### src/hw/rtl/rc4_pkg.sv
`timescale 1ns / 1ps
`default_nettype none

package rc4_pkg;

    localparam int BOX_SIZE    = 256;
    localparam int BOX_W       = $clog2(BOX_SIZE);
    localparam int KEY_MAX_DEF = 256;

    // Codes carried in the tuser bit of an input transfer.
    localparam logic MODE_KEY  = 1'b0;
    localparam logic MODE_DATA = 1'b1;

    typedef logic [7:0] t_byte;

    // One access to the permutation box; a read and a write never share a cycle.
    typedef struct packed {
        logic             rd;
        logic             wr;
        logic [BOX_W-1:0] addr;
        t_byte            wdata;
    } t_box_req;

    // One key byte to store; start marks the first byte of a new key.
    typedef struct packed {
        logic  wr;
        logic  start;
        t_byte data;
    } t_key_wr;

endpackage

`default_nettype wire

### src/hw/rtl/rc4_stream_cipher_core.sv
// RC4 stream cipher core.
// Input channel (i_s_*): tuser selects the kind of item: 0 loads a key byte,
// 1 ciphers a data byte. tdata carries the byte, tlast ends a key or a message.
// A key byte is written to the key store as it is taken. The key byte with
// tlast set starts the key schedule, with tready low: a fill pass writes the
// identity into all 256 box entries, then 256 schedule steps swap S[i], S[j].
// A data byte walks the single-port box through read i, read j, two swap
// writes and the keystream read, then the result goes to the output
// register. tready stays low until the core is back in idle, so a new
// byte is taken only once the last one is through. Before any key the
// keystream is zero and a data byte goes straight to the output step.
// Output channel (o_m_*): tdata is the ciphered byte, tlast copies the
// input tlast. The result sits in an output register, so the core takes the
// next input while it waits; a further result holds in the core until the
// receiver takes the first one.
// Reset (synchronous, active low) clears the indices, the key count and
// the keyed state; no clearing pass runs over the box or the key store.
// A data byte during an unfinished key abandons that key.
`timescale 1ns / 1ps
`default_nettype none

module rc4_stream_cipher_core #(
    parameter int KEY_MAX = rc4_pkg::KEY_MAX_DEF
) (
    input  wire logic           i_clk,
    input  wire logic           i_rst_n,
    input  wire logic           i_s_tvalid,
    output logic                o_s_tready,
    input  wire rc4_pkg::t_byte i_s_tdata,   // [7:0] byte_in
    input  wire logic           i_s_tlast,   // last
    input  wire logic           i_s_tuser,   // [0] mode
    output logic                o_m_tvalid,
    input  wire logic           i_m_tready,
    output rc4_pkg::t_byte      o_m_tdata,   // [7:0] out_byte
    output logic                o_m_tlast    // out_last
);
    import rc4_pkg::*;

    localparam int KIDX_W = (KEY_MAX > 1) ? $clog2(KEY_MAX) : 1;
    localparam int CNT_W  = $clog2(KEY_MAX + 1);

    localparam logic [3:0] S_IDLE   = 4'd0;
    localparam logic [3:0] S_FILL   = 4'd1;
    localparam logic [3:0] S_KS_RD  = 4'd2;
    localparam logic [3:0] S_KS_J   = 4'd3;
    localparam logic [3:0] S_KS_W1  = 4'd4;
    localparam logic [3:0] S_KS_W2  = 4'd5;
    localparam logic [3:0] S_D_RDI  = 4'd6;
    localparam logic [3:0] S_D_J    = 4'd7;
    localparam logic [3:0] S_D_W1   = 4'd8;
    localparam logic [3:0] S_D_W2   = 4'd9;
    localparam logic [3:0] S_D_RDK  = 4'd10;
    localparam logic [3:0] S_D_OUT  = 4'd11;

    localparam logic [BOX_W-1:0] IDX_LAST = BOX_W'(BOX_SIZE - 1);

    logic [3:0]        r_state,   n_state;
    logic [BOX_W-1:0]  r_i,       n_i;
    logic [BOX_W-1:0]  r_j,       n_j;
    logic [KIDX_W-1:0] r_kidx,    n_kidx;
    logic              r_keyed,   n_keyed;
    logic              r_key_loading, n_key_loading;
    logic              r_out_valid, n_out_valid;
    t_byte             r_si,      n_si;
    t_byte             r_sj,      n_sj;
    t_byte             r_byte,    n_byte;
    logic              r_last,    n_last;
    t_byte             r_out_data, n_out_data;
    logic              r_out_last, n_out_last;

    t_box_req          box_req;
    t_byte             box_rdata;
    t_key_wr           key_wr;
    t_byte             key_rdata;
    logic [CNT_W-1:0]  key_count;

    t_byte             add_a, add_b, add_c;
    t_byte             add_sum;
    logic              s_acc;
    logic              out_free;

    rc4_sbox u_sbox (
        .i_clk   (i_clk),
        .i_rst_n (i_rst_n),
        .i_req   (box_req),
        .o_rdata (box_rdata)
    );

    rc4_keystore #(
        .KEY_MAX (KEY_MAX),
        .KIDX_W  (KIDX_W),
        .CNT_W   (CNT_W)
    ) u_keystore (
        .i_clk   (i_clk),
        .i_rst_n (i_rst_n),
        .i_wr    (key_wr),
        .i_raddr (r_kidx),
        .o_rdata (key_rdata),
        .o_count (key_count)
    );

    assign o_s_tready = (r_state == S_IDLE);
    assign s_acc      = i_s_tvalid && o_s_tready;
    assign out_free   = !r_out_valid || i_m_tready;

    // Shared index adder: j update in the schedule and the generator, and
    // the keystream index in the generator.
    always_comb begin
        add_a = r_j;
        add_b = box_rdata;
        add_c = 8'h00;
        case (r_state)
            S_KS_J:  add_c = key_rdata;
            S_D_RDK: begin
                add_a = r_si;
                add_b = r_sj;
            end
            default: add_c = 8'h00;
        endcase
        add_sum = add_a + add_b + add_c;
    end

    always_comb begin
        n_state       = r_state;
        n_i           = r_i;
        n_j           = r_j;
        n_kidx        = r_kidx;
        n_keyed       = r_keyed;
        n_key_loading = r_key_loading;
        n_si          = r_si;
        n_sj          = r_sj;
        n_byte        = r_byte;
        n_last        = r_last;
        n_out_data    = r_out_data;
        n_out_last    = r_out_last;
        n_out_valid   = i_m_tready ? 1'b0 : r_out_valid;
        box_req       = '0;
        key_wr.wr     = 1'b0;
        key_wr.start  = !r_key_loading;
        key_wr.data   = i_s_tdata;

        case (r_state)
            S_IDLE: begin
                if (s_acc) begin
                    if (i_s_tuser == MODE_KEY) begin
                        key_wr.wr = 1'b1;
                        if (i_s_tlast) begin
                            n_key_loading = 1'b0;
                            n_i           = '0;
                            n_state       = S_FILL;
                        end else begin
                            n_key_loading = 1'b1;
                        end
                    end else begin
                        n_key_loading = 1'b0;
                        n_byte        = i_s_tdata;
                        n_last        = i_s_tlast;
                        n_i           = r_i + BOX_W'(1);
                        n_state       = r_keyed ? S_D_RDI : S_D_OUT;
                    end
                end
            end
            S_FILL: begin
                box_req.wr    = 1'b1;
                box_req.addr  = r_i;
                box_req.wdata = r_i;
                n_i           = r_i + BOX_W'(1);
                if (r_i == IDX_LAST) begin
                    n_j     = '0;
                    n_kidx  = '0;
                    n_state = S_KS_RD;
                end
            end
            S_KS_RD: begin
                box_req.rd   = 1'b1;
                box_req.addr = r_i;
                n_state      = S_KS_J;
            end
            S_KS_J: begin
                n_si         = box_rdata;
                n_j          = add_sum;
                box_req.rd   = 1'b1;
                box_req.addr = add_sum;
                n_state      = S_KS_W1;
            end
            S_KS_W1: begin
                box_req.wr    = 1'b1;
                box_req.addr  = r_i;
                box_req.wdata = box_rdata;
                n_state       = S_KS_W2;
            end
            S_KS_W2: begin
                box_req.wr    = 1'b1;
                box_req.addr  = r_j;
                box_req.wdata = r_si;
                // Key index wraps at the key length instead of a modulo.
                if (CNT_W'(r_kidx) + CNT_W'(1) >= key_count) begin
                    n_kidx = '0;
                end else begin
                    n_kidx = r_kidx + KIDX_W'(1);
                end
                if (r_i == IDX_LAST) begin
                    n_i     = '0;
                    n_j     = '0;
                    n_keyed = 1'b1;
                    n_state = S_IDLE;
                end else begin
                    n_i     = r_i + BOX_W'(1);
                    n_state = S_KS_RD;
                end
            end
            S_D_RDI: begin
                box_req.rd   = 1'b1;
                box_req.addr = r_i;
                n_state      = S_D_J;
            end
            S_D_J: begin
                n_si         = box_rdata;
                n_j          = add_sum;
                box_req.rd   = 1'b1;
                box_req.addr = add_sum;
                n_state      = S_D_W1;
            end
            S_D_W1: begin
                n_sj          = box_rdata;
                box_req.wr    = 1'b1;
                box_req.addr  = r_i;
                box_req.wdata = box_rdata;
                n_state       = S_D_W2;
            end
            S_D_W2: begin
                box_req.wr    = 1'b1;
                box_req.addr  = r_j;
                box_req.wdata = r_si;
                n_state       = S_D_RDK;
            end
            S_D_RDK: begin
                box_req.rd   = 1'b1;
                box_req.addr = add_sum;
                n_state      = S_D_OUT;
            end
            S_D_OUT: begin
                if (out_free) begin
                    n_out_data  = r_byte ^ (r_keyed ? box_rdata : 8'h00);
                    n_out_last  = r_last;
                    n_out_valid = 1'b1;
                    n_state     = S_IDLE;
                end
            end
            default: n_state = S_IDLE;
        endcase
    end

    always_ff @(posedge i_clk) begin
        if (!i_rst_n) begin
            r_state       <= S_IDLE;
            r_i           <= '0;
            r_j           <= '0;
            r_kidx        <= '0;
            r_keyed       <= 1'b0;
            r_key_loading <= 1'b0;
            r_out_valid   <= 1'b0;
        end else begin
            r_state       <= n_state;
            r_i           <= n_i;
            r_j           <= n_j;
            r_kidx        <= n_kidx;
            r_keyed       <= n_keyed;
            r_key_loading <= n_key_loading;
            r_out_valid   <= n_out_valid;
        end
    end

    always_ff @(posedge i_clk) begin
        r_si       <= n_si;
        r_sj       <= n_sj;
        r_byte     <= n_byte;
        r_last     <= n_last;
        r_out_data <= n_out_data;
        r_out_last <= n_out_last;
    end

    assign o_m_tvalid = r_out_valid;
    assign o_m_tdata  = r_out_data;
    assign o_m_tlast  = r_out_last;

    a_sched_end_clears_idx: assert property (
        @(posedge i_clk) disable iff (!i_rst_n)
        (r_state == S_KS_W2 && r_i == IDX_LAST) |=> (r_i == '0 && r_j == '0 && r_keyed))
        else $error("indices not cleared at the end of the key schedule");

    a_result_from_out_state: assert property (
        @(posedge i_clk) disable iff (!i_rst_n)
        $rose(r_out_valid) |-> $past(r_state) == S_D_OUT)
        else $error("result loaded outside the output state");

    a_key_present_for_sched: assert property (
        @(posedge i_clk) disable iff (!i_rst_n)
        (r_state == S_KS_RD) |-> key_count != '0)
        else $error("key schedule running without key bytes");

endmodule

`default_nettype wire

### src/hw/rtl/rc4_sbox.sv
`timescale 1ns / 1ps
`default_nettype none

module rc4_sbox (
    input  wire logic              i_clk,
    input  wire logic              i_rst_n,
    input  wire rc4_pkg::t_box_req i_req,
    output rc4_pkg::t_byte         o_rdata
);
    import rc4_pkg::*;

    t_byte  r_mem [BOX_SIZE];
    t_byte  r_rdata;

    // The read register holds its value until the next read.
    always_ff @(posedge i_clk) begin
        if (i_req.wr) begin
            r_mem[i_req.addr] <= i_req.wdata;
        end
        if (i_req.rd) begin
            r_rdata <= r_mem[i_req.addr];
        end
    end

    assign o_rdata = r_rdata;

    a_no_rd_wr_same_cycle: assert property (
        @(posedge i_clk) disable iff (!i_rst_n) !(i_req.rd && i_req.wr))
        else $error("box read and write issued in the same cycle");

endmodule

`default_nettype wire

### src/hw/rtl/rc4_keystore.sv
`timescale 1ns / 1ps
`default_nettype none

module rc4_keystore #(
    parameter int KEY_MAX = rc4_pkg::KEY_MAX_DEF,
    parameter int KIDX_W  = (KEY_MAX > 1) ? $clog2(KEY_MAX) : 1,
    parameter int CNT_W   = $clog2(KEY_MAX + 1)
) (
    input  wire logic             i_clk,
    input  wire logic             i_rst_n,
    input  wire rc4_pkg::t_key_wr i_wr,
    input  wire logic [KIDX_W-1:0] i_raddr,
    output rc4_pkg::t_byte        o_rdata,
    output logic [CNT_W-1:0]      o_count
);
    import rc4_pkg::*;

    t_byte             r_mem [KEY_MAX];
    t_byte             r_rdata;
    logic [CNT_W-1:0]  r_count;
    logic [CNT_W-1:0]  n_count;
    logic              w_en;
    logic [KIDX_W-1:0] w_addr;

    // Bytes beyond the store depth are dropped and the count saturates.
    always_comb begin
        n_count = r_count;
        w_en    = 1'b0;
        w_addr  = r_count[KIDX_W-1:0];
        if (i_wr.wr) begin
            if (i_wr.start) begin
                w_en    = 1'b1;
                w_addr  = '0;
                n_count = CNT_W'(1);
            end else if (r_count < CNT_W'(KEY_MAX)) begin
                w_en    = 1'b1;
                n_count = r_count + CNT_W'(1);
            end
        end
    end

    always_ff @(posedge i_clk) begin
        if (!i_rst_n) begin
            r_count <= '0;
        end else begin
            r_count <= n_count;
        end
    end

    always_ff @(posedge i_clk) begin
        if (w_en) begin
            r_mem[w_addr] <= i_wr.data;
        end
        r_rdata <= r_mem[i_raddr];
    end

    assign o_rdata = r_rdata;
    assign o_count = r_count;

    a_count_in_range: assert property (
        @(posedge i_clk) disable iff (!i_rst_n) r_count <= CNT_W'(KEY_MAX))
        else $error("key count beyond store depth");

endmodule

`default_nettype wire
### config.mk
export PLATFORM = sky130hd
export DESIGN_NAME = rc4_stream_cipher_core
export DESIGN_NICKNAME = d
export VERILOG_FILES = /design/src/hw/rtl/rc4_pkg.sv /design/src/hw/rtl/rc4_stream_cipher_core.sv /design/src/hw/rtl/rc4_sbox.sv /design/src/hw/rtl/rc4_keystore.sv
export SDC_FILE = /design/constraint.sdc
export NUM_CORES = 2
export LEC_CHECK = 0
export BUFFER_PORTS_ARGS = -buffer_cell sky130_fd_sc_hd__buf_2
export CAP_MARGIN = 5
export CORE_ASPECT_RATIO = 1.2
export CORE_MARGIN = 5
export CORE_UTILIZATION = 35
export CTS_CLUSTER_SIZE = 10
export DETAILED_ROUTE_END_ITERATION = 12
export SYNTH_ARGS = -nofsm -noshare
export SYNTH_HDL_FRONTEND = slang
export SYNTH_SLANG_ARGS = --single-unit
### constraint.sdc
create_clock -name i_clk -period 5.6 [get_ports i_clk]
set_input_delay 0.28 -clock i_clk [delete_from_list [all_inputs] [get_ports i_clk]]
set_output_delay 0.28 -clock i_clk [all_outputs]
set_load 0.02 [all_outputs]
==> results.json <==
{
  "run_status": "finished, violations left",
  "failing_checks": "negative hold slack",
  "yosys.cell_types.count": 89,
  "final.hold.worst_slack_ps": -18.7,
  "timing.critical_path.from_type": "flop",
  "xor_xnor_portion_of_the_synthesized_cell_area_pct": 0.203,
  "synth_adder_area_share_pct": 0.241,
  "synth-compound-area-share_pct": 6.16,
  "area_delta_synth_final_pct": 17.3,
  "worst-endpoint-arrival_ps": 6210,
  "critical_path_class": "flop to flop",
  "synthesis.area_per_instance_sq_um": 19.5,
  "critical_path_buf_inv_count": 4,
  "worstSetupEndpointType": "flop",
  "cts.htree.levels": 5,
  "p_leak_nw": 57.7,
  "cp_max_fo": 6,
  "placed_area_sq_um": 174000,
  "ys_async_sr_fraction_pct": 0,
  "post-synth-top-area-cell": "edfxtp_1",
  "drt-wirelength-per-cell_microns": 29.8,
  "grt_pass1_vias": 88300,
  "netlist_top_cells_count": "edfxtp_1, mux4_2, nor2_1",
  "cell_count_after_synthesis": 8181,
  "power_switching_share_pct": 28.1,
  "top_cells_by_area_synth": "edfxtp_1, mux4_2, a222oi_1",
  "internal-power_mw": 56.4,
  "headroom_to_the_max_slew_limit_pct": 18.2,
  "initial_utilization_pct": 35.1,
  "die_y_microns": 750,
  "synth-edff-count": 4138,
  "cts_root_buffer": "clkbuf_16",
  "min_delay_path_class": "primary input to flop",
  "pre_cts_ws_ps": -737,
  "fp.coreArea_sq_um": 454000,
  "yosys.cell_count.top_type": "edfxtp_1",
  "antenna_found_initial": 12,
  "finalHoldViolCount": 4,
  "netlist_area_sq_um": 160000,
  "total_nets_after_synthesis": 8221,
  "synth_top_area_share_pct": 77.8,
  "yosys_register_bits": 4186,
  "p_total_mw": 78.4,
  "tritoncts_num_sinks": 4186,
  "floorplan.die.width_microns": 627,
  "maxSlewViolCount": 0,
  "rsz_0062_raised_after_global_routing": "true",
  "comb_power_share_pct": 20.0,
  "worst_setup_hold_path_clk_slew_ps": 60,
  "fillerInstances": 39600,
  "cp_max_stage_delay_ps": 530,
  "wl_mm": 454,
  "via_per_inst": 5.68,
  "first_pass_grt_wire_length_mm": 646,
  "seq_power_share_pct": 46.3,
  "max-cap-violations": 0,
  "finish.instance_area_sq_um": 187000,
  "cpMaxStageDelayCell": "or4_1",
  "place.gp.congestion": 0.936,
  "clockPowerShare_pct": 33.7,
  "post-route-drc-count": 0,
  "synth_flop_type": "edfxtp_1",
  "net-switching-power_mw": 22.1,
  "layout_worst_path_cycle_share_pct": 97.8,
  "tritoncts": "done",
  "dp_hpwl_mm": 288,
  "worst-slew-pin-transition_ps": 1210,
  "timing.critical_path.cells": "nor4bb_4 -> buf_6 -> mux2_4 -> fa_2 -> ha_4 -> fa_1 -> nand3b_1 -> o21ai_2 -> a221oi_4 -> buf_4 -> a2111oi_4 -> buf_6 -> a22o_1 -> or4_1 -> o211ai_1 -> o2111ai_1 -> nor4_1 -> buf_4 -> o211ai_1",
  "final.setup_skew_ps": 128,
  "yosysSeqAreaShare_pct": 78.4,
  "cp.required_ps": 6330,
  "final.setup.tns_ps": 0,
  "routed-via-count": 86500,
  "grt_use_total_pct": 18.7,
  "dr.first_iter.drc_count": 11900,
  "drtAntennaViolNets": 0,
  "die_footprint_sq_um": 470000,
  "place.detailed.instances": 14600,
  "maximum_number_of_pins_on_one_net_before_global_route_repair": 169,
  "final_cell_count_no_fill": 15200,
  "setup_viol": 0,
  "placementRows": 271,
  "drive_above_1_share_pct": 24.7,
  "setup_slack_ps": 122,
  "combinational_family_with_the_most_area_after_synthesis": "multiplexers",
  "drt-pass1-iter-count": 13,
  "clock_latency_ps": 1020,
  "synth_warnings": 0,
  "cell_pwr_density_nw_per_um2": 419,
  "peakVddDrop_v": 0.000319,
  "number_of_buffers_between_clock_root_and_the_deepest_sink": 4,
  "num-nets-final": 9142,
  "grt-ovfl-total": 0,
  "yosys-mux-area-fraction_pct": 9.72,
  "critical_path.top_delay_family": "compound AO/OA/AOI/OAI gates",
  "max_freq_mhz": 183,
  "cts_inserted_buffers": 463,
  "buffer_ports.inserted": 24,
  "synthSimpleGateAreaFrac_pct": 3.77,
  "boundaryPins": 25,
  "finalCriticalPeriod_ps": 5480
}
-- worst register-to-register path, delay by kind of cell (launching register included) --
kind            cells  cell delay (ps)
compound gates      7             1380
simple gates        4             1310
fa+ha+maj           3             1190
buf+inv             4              770
flops               1              330
mux                 1              320
-- per-layer routing --
layer / up-vias / wire, microns / global-route usage [%]
met1: 45400 / 166000 / 23.3
met4: 10 / 24400 / 8.61
met2: 4198 / 227000 / 32.0
li1: 35900 / - / -
met3: 956 / 35300 / 3.20
met5: - / 64 / 0
-- metrics by stage --
| step | hold slack [ps] | utilization (%) |
|---|---|---|
| final | -18.7 | 41.2 |
| after global routing | 32.6 | 41.2 |
| after CTS | 6.52 | 41.1 |
| after detailed placement | 406 | 38.3 |
| after global placement | 412 | 38.3 |
| after floorplan | 379 | - |
-- cells in the final DEF, fill, tap and decap left out, types with 10 or more instances in the layout --
cell,instances
ha_1,17
a21o_1,10
nor4_1,98
nor4_2,10
xnor2_1,24
nor3_1,16
nor2_1,557
xor2_1,13
a211oi_1,23
o21ai_0,21
buf_4,827
nand2_1,453
a222oi_1,463
o22ai_1,42
mux4_2,680
a22o_1,134
a22oi_1,45
dfxtp_1,40
buf_6,13
nand3_1,109
clkbuf_16,471
clkinv_1,10
nor2b_1,16
clkbuf_1,85
buf_12,122
and3_1,29
dlygate4sd3_1,12
buf_2,17
inv_1,27
mux2i_1,13
a21oi_1,419
edfxtp_1,4138
or4_1,10
a31oi_1,14
-- logic make-up after synthesis --
logic type	count (synthesis)
and+or+nand+nor	1384
xor gates and xnor gates	37
muxes	700
DFF	4186
adders and majority gates	26
buffers and inverters	580
AOI/OAI and AO/OA	1268
-- cell type report --
cell class / count / area (sq um) / area share [%]
clock inverters: 36 / 523 / 0.279
well taps: 6006 / 7510 / 4.01
inverters: 28 / 105 / 0.0561
repair buffers: 1005 / 9240 / 4.93
diodes: 4 / 10.0 / 0.00534
multi-input cells: 3418 / 32700 / 17.4
clock buffers: 553 / 12000 / 6.42
flip-flops and latches: 4186 / 125000 / 66.9
-- timing repair --
action / 4_1_cts / 5_1_grt
cloned: 1 / 7
endpoints found under the hold margin: 391 / 0
hold buffers: 12 / 0
pin swaps: 9 / 29
setup endpoints to repair: 14 / 69
setup buffers: 8 / 22
resized for setup: 10 / 49
-- power by group through the flow --
stage | clock network, mW | registers, mW | logic, mW
floorplan | 0 | 37.1 | 6.36
global placement | 0 | 36.9 | 14.9
detailed placement | 0 | 36.9 | 15.1
CTS | 26.9 | 36.3 | 15.3
global route | 28.2 | 36.3 | 16.2
finish | 26.4 | 36.3 | 15.7
-- path summary, 6_finish.rpt --
| check | start | endpoint | slack, ps | depth (start not counted) |
|---|---|---|---|---|
| worst max-delay path | r_state[0] | u_sbox.o_rdata[6] | 120 | 19 |
| worst min-delay path | i_s_tdata[4] | u_keystore.r_mem[187][4] | -20 | 1 |
| worst max register to register | r_state[0] | u_sbox.o_rdata[6] | 120 | 19 |
| worst min register to register | r_last | o_m_tlast | 440 | 0 |
-- state kept, by name, indices dropped and copies added (netlist names), 4 cells and up --
| register | count |
|---|---|
| u_sbox.o_rdata | 8 |
| r_j | 8 |
| u_keystore.o_count | 9 |
| u_sbox.r_mem | 2048 |
| r_kidx | 8 |
| u_keystore.o_rdata | 8 |
| r_sj | 8 |
| r_si | 8 |
| r_i | 8 |
| r_state | 4 |
| o_m_tdata | 8 |
| u_keystore.r_mem | 2048 |
| r_byte | 8 |
(Power assumes the default switching activity.)
